### config.mk
export PLATFORM = sky130hd
export DESIGN_NAME = lpdm_free_scan
export DESIGN_NICKNAME = d
export VERILOG_FILES = /design/src/design/lpdm_pkg.sv /design/src/design/lpdm_free_scan.sv
export SDC_FILE = /design/constraint.sdc
export NUM_CORES = 1
export LEC_CHECK = 0
export BUFFER_PORTS_ARGS = -buffer_cell sky130_fd_sc_hd__buf_2
export CORE_MARGIN = 3
export CORE_UTILIZATION = 35
export DETAILED_ROUTE_END_ITERATION = 10
export SETUP_SLACK_MARGIN = 0.05
export SLEW_MARGIN = 20
export SYNTH_ARGS = -nofsm -noshare
export SYNTH_HDL_FRONTEND = slang
export SYNTH_SLANG_ARGS = --single-unit
export TNS_END_PERCENT = 1
### constraint.sdc
create_clock -name vclk -period 4.8
set_clock_uncertainty 0.1 [all_clocks]
set_input_delay 0.48 -clock vclk [all_inputs]
set_output_delay 0.48 -clock vclk [all_outputs]
set_load 0.05 [all_outputs]
### src/design/lpdm_pkg.sv
`default_nettype none

package lpdm_pkg;

	// Directory geometry
	localparam int NUM_ENTRIES = 1024;
	localparam int PAGE_SHIFT  = 22;
	localparam int IDX_W       = $clog2(NUM_ENTRIES);
	localparam int SLOT_W      = 10;
	localparam int CNT_W       = 11;
	localparam int ADDR_W      = 32;
	localparam int FLAG_W      = 8;

	// Present bitmap: one bit per entry, 32 entries per word
	localparam int BMP_W      = 32;
	localparam int BIT_W      = 5;
	localparam int BMP_WORDS  = (NUM_ENTRIES + BMP_W - 1) / BMP_W;
	localparam int WORD_AW    = (BMP_WORDS > 1) ? $clog2(BMP_WORDS) : 1;

	// Stream payload widths
	localparam int S_DATA_W = 88;
	localparam int M_DATA_W = 88;

	// Entry flag bits
	localparam logic [ADDR_W-1:0] ENTRY_PRESENT = 32'h0000_0001;
	localparam logic [ADDR_W-1:0] ENTRY_WRITE   = 32'h0000_0002;
	localparam logic [ADDR_W-1:0] ENTRY_LARGE   = 32'h0000_0080;

	typedef enum logic [1:0] {
		MODE_MAP       = 2'd0,
		MODE_UNMAP     = 2'd1,
		MODE_TRANSLATE = 2'd2,
		MODE_FIND      = 2'd3
	} mode_t;

	typedef enum logic [2:0] {
		STS_OK         = 3'd0,
		STS_VIRT_BAD   = 3'd1,
		STS_PHYS_BAD   = 3'd2,
		STS_MAPPED     = 3'd3,
		STS_NOT_MAPPED = 3'd4,
		STS_NONE_FREE  = 3'd5
	} status_t;

	// Result of one bitmap word scan
	typedef struct packed {
		logic             found;
		logic [BIT_W-1:0] pos;
	} scan_res_t;

endpackage

`default_nettype wire

### src/design/lpdm_free_scan.sv
`default_nettype none

module lpdm_free_scan
	import lpdm_pkg::*;
(
	input  wire logic [BMP_W-1:0] word,
	input  wire logic [BIT_W-1:0] word_idx,
	input  wire logic [BIT_W-1:0] lo_bit,
	input  wire logic             first,
	output scan_res_t             res
);

	logic [BMP_W-1:0] free_bits;
	logic [BMP_W-1:0] lowest;
	logic [BIT_W-1:0] pos;

	// Mark free bits that lie at or above the bound and inside the directory
	always_comb begin
		for (int i = 0; i < BMP_W; i++) begin
			free_bits[i] = !word[i]
				&& (!first || (BIT_W'(i) >= lo_bit))
				&& (CNT_W'({word_idx, BIT_W'(i)}) < CNT_W'(NUM_ENTRIES));
		end
	end

	// Isolate the lowest free bit and encode its position
	assign lowest = free_bits & (~free_bits + BMP_W'(1));

	always_comb begin
		pos = '0;
		for (int i = 0; i < BMP_W; i++) begin
			if (lowest[i]) begin
				pos = pos | BIT_W'(i);
			end
		end
	end

	assign res.found = |free_bits;
	assign res.pos   = pos;

endmodule

`default_nettype wire

# Word level (Yosys, flattened, before mapping)
# Index checks and enable logic that the tools add are counted.
[classes]
bitwise = 2
muxes = 31
order_cmp = 32
add_sub_neg = 1
n_reduce_logical = 98
[op_table]
columns = ["op", "n"]
rows = [
  ["$ge A5 B5 Y1 const A", 16],
  ["$mux W5", 16],
  ["$ge A4 B5 Y1 const A", 8],
  ["$logic_not A1 Y1", 33],
  ["$add A32 B1 Y32 const B", 1],
  ["$and A32 B32 Y32", 1],
  ["$logic_and A1 B1 Y1", 32],
  ["$logic_or A1 B1 Y1", 32],
  ["$mux W4", 8],
  ["$not A32 Y32", 1],
  ["$reduce_or A32 Y1", 1],
  ["$ge A3 B5 Y1 const A", 4],
  ["$mux W3", 4],
  ["$ge A1 B5 Y1 const A", 2],
  ["$ge A2 B5 Y1 const A", 2],
  ["$mux W2", 2],
  ["$mux W1", 1],
]
[word_totals]
in_bits = 43
wordCells = 164
ff_bits = 0
out_inout_bits = 6

# Depth between registers and ports, before layout
# Gate-level depths: netlist (run 1).
[logic_depth]
ltp_word = 37
depth_mapped = 10
depth_no_buf = 7

# Worst setup path before layout (run 1)
# No wires, ideal clock.
[synth_path]
kind = "input -> output"
from = "input port lo_bit[3]"
to = "output port res[0] (netlist bit)"
slack_ps = 1643
path_buffers = 2
cell_stages = 9
arrival_ps = 2577
required_time_ps = 4220
path_cell_list = "buf_6 -> or4_4 -> a21oi_2 -> nor4_1 -> nor2b_4 -> and3_4 -> buf_6 -> o2bb2ai_1 -> or4_1"
[synth_lines]
columns = ["element", "line", "rtl"]
rows = [
  ["from (decl)", "lpdm_free_scan.sv:8", "input wire logic [BIT_W-1:0] lo_bit,"],
  ["to (decl)", "lpdm_free_scan.sv:10", "output scan_res_t res"],
]

==> results by group, run 1 <==
Pwr
  – Max VDD drop: 0.0311 mV
  – Total power: 0.127 mW
  – PD cells: 95.7 nW/um2
  – Leakage: 0.590 nW

Timing
  – Hold Vio Cnt, Final: 0
  – Setup TNS: 0 ns
  – Achievable Freq: 0.287 GHz
  – # setup viols final: 0
  – Post-layout min period: 3.49 ns
  – RSZ-0062 raised after global routing: false
  – Worst slew pin tran: roughly 0.45 ns
  – Max transition margin: 69.0%
  – Slew Limit Fails: 0
  – Final worst path period share: 72.7%

Synthesis
  – Syn_nets: 237
  – Sequential area share after synthesis: 0%
  – Yosys Warn Count: 0
  – Mapped Avg Cell Area: around 6 um2
  – Post-synthesis mux area share: 0%
  – Post-synth cell types: 55
  – Synthesized netlist cell count: 194
  – Post-Synth Simple-Gate Area: 42.5%
  – Mapped Area: 1150 um2
  – Largest family of logic cells by synthesized area: compound AO/OA/AOI/OAI gates
  – Post-synthesis xor/xnor area fraction: 0%
  – Complex-gate fraction of the synthesized area: 47.2%
  – Synth Area in Adders: 0%

Critical path
  – Crit. End Element: output port
  – Crit path max fanout: 24
  – Cells along the critical path: buf_2, nand2_1, a22o_1, nor4_1, nor2b_4, and3_4, o2bb2ai_1, or4_1, buf_2
  – Worst endpoint required time: ~4.2 ns
  – Crit Path Category: input port to output port
  – Most used cell, CP: buf_2
  – CP arrival: 2.91 ns
  – CP max stage delay: 0.35 ns
  – CP max stage cell: a22o_1
  – Critical Path Start Type: input port

Floorplan
  – Num ports: 49
  – Placement row count: 20
  – Initial core utilization: approximately 37%
  – Chip width: 63.4 um
  – Core ar.: 3100 um2
  – DIE HEIGHT: between 60 and 70 um
  – Die area: 4010 um2

Clock tree
  – Hold Buf Count CTS: 0
  – Resized Gates After CTS: 0
  – Setup Buffers After CTS: 0

Final layout
  – Area growth syn-to-layout: 15.2%
  – Finished Cell Area: 1330 um2
  – Flip-flop and latch count: 0
  – Fillers: 358
  – Nets: around 270
  – Seq. cell area: 0 um2
  – Clock buf count: 0
  – Post-layout util: 42.7%
  – Ant. Diodes: 0
  – Share of cells above drive strength 1: 23.9%

Worst hold path
  – HP Class: input port to output port

Routing
  – Via density: around 6.0
  – First-pass DRT Iterations: 4
  – 1st-iter DRT viols: 96
  – Remaining DRCs: 0
  – Final ANT Viol Nets: 0
  – Routed len/inst: 14.0 um
  – Via count: 1592
  – Final wirelength: 3720 um

Global route
  – Largest net degree at the start of global routing: 25
  – Vias in the first global route: 1412
  – Tot GR Track Use: 18.0%
  – Total gr overflow: 0
  – Initial antenna violation count: 0
  – First-pass GRT wire length: approximately 6200 um

Place
  – HPWL Detailed: between 2000 and 3000 um
  – I/O Buffers: 44
  – GPL Wtd Cong: 0.875
  – Dpl cell area: 1330 um2

Outcome
  – Status: completed

Job
  – Max-cap violations: 0
==> cell families (layout without fill, tap and decap cells) <==
group                  Yosys count  in the layout
buffers and inverters           21             49
AND/OR/NAND/NOR                 91             91
AO/OA/AOI/OAI                   82             82
==> metal layers <==
metal  vias to the layer above  global-route usage, %  share of wire [%]  routed length (um)
li1                        803                      -                  -                   -
met1                       726                   24.7                 47                1740
met3                         2                   1.60                6.6                 244
met4                         0                   1.62               0.38                  14
met5                         -                      0                  0                   0
met2                        61                   31.6                 46                1730
==> final timing paths <==
kind	from	to	slack, ns	cells past startpoint
worst max-delay path	first	res[0]	1.31	9
worst min-delay path	word[31]	res[5]	1.23	3
==> where the power goes <==
part | internal, mW | switching (mW)
clock network | 0 | 0
logic | 0.0463 | 0.0806
registers | 0 | 0
total | 0.0463 | 0.0806
==> synth_stat cells, types with 4 or more instances <==
| cell type | count | area [um2] |
|---|---|---|
| nor2_1 | 23 | 86.3 |
| a21oi_1 | 19 | 95.1 |
| nand2_1 | 18 | 67.6 |
| o21ai_0 | 12 | 60.1 |
| and3_1 | 8 | 50.1 |
| buf_2 | 8 | 40.0 |
| o21ai_1 | 8 | 40.0 |
| nand3_1 | 7 | 35.0 |
| nor3_1 | 7 | 35.0 |
| a21o_1 | 5 | 37.5 |
| inv_1 | 5 | 18.8 |
| o211ai_1 | 5 | 37.5 |
| a22oi_1 | 4 | 30.0 |
| buf_6 | 4 | 45.0 |
| nand4_1 | 4 | 25.0 |
==> final cells by class <==
| class | instances | area, um2 | share of cell area (%) |
|---|---|---|---|
| Inverter | 5 | 18.8 | 1.42 |
| Multi-Input combinational cell | 173 | 1030 | 77.8 |
| Tap cell | 44 | 55.1 | 4.15 |
| Timing Repair Buffer | 44 | 220 | 16.6 |
==> stage by stage <==
stage,setup slack (ns),hold WS (ns),cells
after floorplan,1.64,1.22,194
after global placement,1.34,1.23,266
after detailed placement,1.32,1.23,266
after CTS,1.32,1.24,266
after global routing,1.03,1.26,266
final,1.31,1.23,266
==> worst max-delay path, delay by kind of cell <==
| family | cells | cell delay, ns |
|---|---|---|
| AND/OR/NAND/NOR | 5 | 1.34 |
| buffers and inverters | 2 | 0.60 |
| AO/OA/AOI/OAI | 2 | 0.50 |
==> placed cells by master (no fill, tap or decap), drive strengths merged, types with 2 or more instances in the layout <==
master  synthesis  final
a211o           3      3
a211oi          3      3
a21o            5      5
a21oi          21     21
a22oi           4      4
a31o            2      2
and3            9      9
and4            2      2
buf            13     44
inv             5      5
nand2          18     18
nand2b          3      3
nand3           7      7
nand4           4      4
nor2           24     24
nor2b           4      4
nor3            7      7
nor3b           2      2
o211ai          5      5
o21ai          20     20
o21bai          2      2
o22ai           3      3
or3             2      2
or4             2      2
No activity file was read; power rests on OpenSTA's default activity.
==> inputs of run 2 (changes only) <==
ABC_AREA = 1   (was not set)
clock period = 3.56 ns   (was 4.8 ns; I/O delays follow)
==> results by group, run 2 <==
Synthesis
  – Post-synth cell types: 22
  – Mapped Area: 1440 um2
  – Top post-synthesis cells by area: nand2_1 (28%), nor2_1 (19%), inv_1 (14%), nand3_1 (13%), nand4_1 (3.0%)
  – Syn_nets: 370
  – Area leader, netlist: nand2_1
  – Yosys Warn Count: 0
  – Top cell type's share of synthesized area: 28.1%
  – Synthesized netlist cell count: 327
  – Count leader, synth: nand2_1
  – Post-synth top cells: nand2_1 (108), nor2_1 (73), inv_1 (52)
  – Sequential area share after synthesis: 0%
  – Mapped Avg Cell Area: about 4.4 um2

Floorplan
  – Initial core utilization: 37.9%
  – DIE HEIGHT: 70.1 um
  – Chip width: 70.1 um
  – Die area: between 4000 and 5000 um2
  – Core ar.: 3800 um2
  – Placement row count: 22
  – Num ports: 49

Timing
  – Max transition margin: 66.5%
  – Setup TNS: 0 ns
  – # setup viols final: 0
  – Worst slew pin tran: about 0.5 ns
  – Achievable Freq: 0.360 GHz
  – RSZ-0062 raised after global routing: false
  – Final worst path period share: 78.1%
  – Slew Limit Fails: 0
  – Post-layout min period: 2.78 ns
  – Hold Vio Cnt, Final: 0

Place
  – GPL Wtd Cong: a little under 1
  – Dpl cells: 416
  – HPWL Detailed: ~4300 um
  – I/O Buffers: 44

Global route
  – Vias in the first global route: 1871
  – First-pass GRT wire length: roughly 8000 um
  – Initial antenna violation count: 0
  – Largest net degree at the start of global routing: 12
  – Total gr overflow: 0
  – Tot GR Track Use: 19.3%

Critical path
  – CP max stage delay: 0.41 ns
  – Worst endpoint required time: 3.10 ns
  – Cells along the critical path: buf_2, nor2_1, nand3_1, nand2_1, nand2_1, nand2_1, nor2_1, nand3_1, nor2_1, nand2_1, nand2_1, nor3_1, nand2_1, buf_2
  – Crit path max fanout: 8
  – Crit path from: lo_bit[1]
  – Crit Path Category: input port to output port
  – Crit. End Element: output port
  – CP max stage cell: nor2_1
  – Most used cell, CP: nand2_1
  – Critical Path Start Type: input port
  – CP arrival: 2.32 ns

Clock tree
  – Resized Gates After CTS: 0
  – Hold Buf Count CTS: 0
  – Setup Buffers After CTS: 0

Pwr
  – Max VDD drop: 0.0534 mV
  – Leakage: 1.09 nW
  – PD cells: between 100 and 150 nW/um2

Final layout
  – Fillers: 455
  – Leading cell types in the layout, fill and taps excluded: nand2_1 (108), nor2_1 (73), inv_1 (52)
  – Final cell count without fillers: 416
  – Area growth syn-to-layout: 18.0%
  – Most common cell after layout, fill and taps aside: nand2_1
  – Nets: 413
  – Clock buf count: 0
  – Seq. cell area: 0 um2
  – Share of cells above drive strength 1: between 10% and 20%
  – Flip-flop and latch count: 0
  – Ant. Diodes: 0

Routing
  – Final wirelength: 4760 um
  – Routed len/inst: around 11 um
  – Remaining DRCs: 0
  – Via density: 4.84
  – Final ANT Viol Nets: 0
  – 1st-iter DRT viols: ~180
  – Via count: between 2000 and 2500
  – First-pass DRT Iterations: 4

Worst hold path
  – HP Class: input port to output port
  – Worst hold start: word[31]

Job
  – Max-cap violations: 0

Outcome
  – Status: completed
## run 2: cell count changes after synthesis, moves of 11 or more
cell,delta
a21oi_1,-11
nand3_1,+31
nand2_1,+90
nor2_1,+50
inv_1,+47
## run 2: logic make-up after synthesis
family	count (synthesis)	share of synthesized area, %
compound gates	17	6.95
buf+inv	58	15.8
simple gates	252	77.2
## run 2: final cells by class
| type | instances | area [um2] | share of cell area, % |
|---|---|---|---|
| multi-input cells | 269 | 1210 | 71.4 |
| repair buffers | 44 | 220 | 13.0 |
| inverters | 55 | 206 | 12.2 |
| well taps | 48 | 60.1 | 3.53 |
## run 2: critical path: cells and delay by family
family,cells,cell delay [ns]
and+or+nand+nor,12,1.63
buffers and inverters,2,0.34
## run 2: per-stage QoR
step	total power [mW]	hold slack (ns)	area, um2	utilization (%)	worst slack (ns)
6_report	0.222	1.00	1700	44.7	0.780
5_1_grt	0.250	1.01	1700	44.7	0.562
4_1_cts	0.221	1.00	1700	44.7	0.815
3_5_place_dp	0.220	0.999	1700	44.7	0.821
3_3_place_gp	0.219	1.00	1700	44.7	0.808
2_1_floorplan	0.161	1.01	1440	-	1.16
## run 2: power breakdown
part | switching [mW] | internal [mW]
Combinational | 0.154 | 0.0684
Sequential | 0 | 0
Clock | 0 | 0
## run 2: worst paths after layout
kind  endpoint  slack (ns)  cells after the start
min     res[5]        1.00                      3
max     res[1]        0.78                     14
## run 2: per-layer routing
layer / wire length (um) / global-route usage (%) / part of all wire [%] / up-vias
met2: 2180 / 33.5 / 46 / 56
met3: 247 / 1.29 / 5.2 / 6
met5: 0 / 0 / 0 / -
met1: 2270 / 26.5 / 48 / 855
li1: - / - / - / 1095
met4: 60 / 2.98 / 1.3 / 0
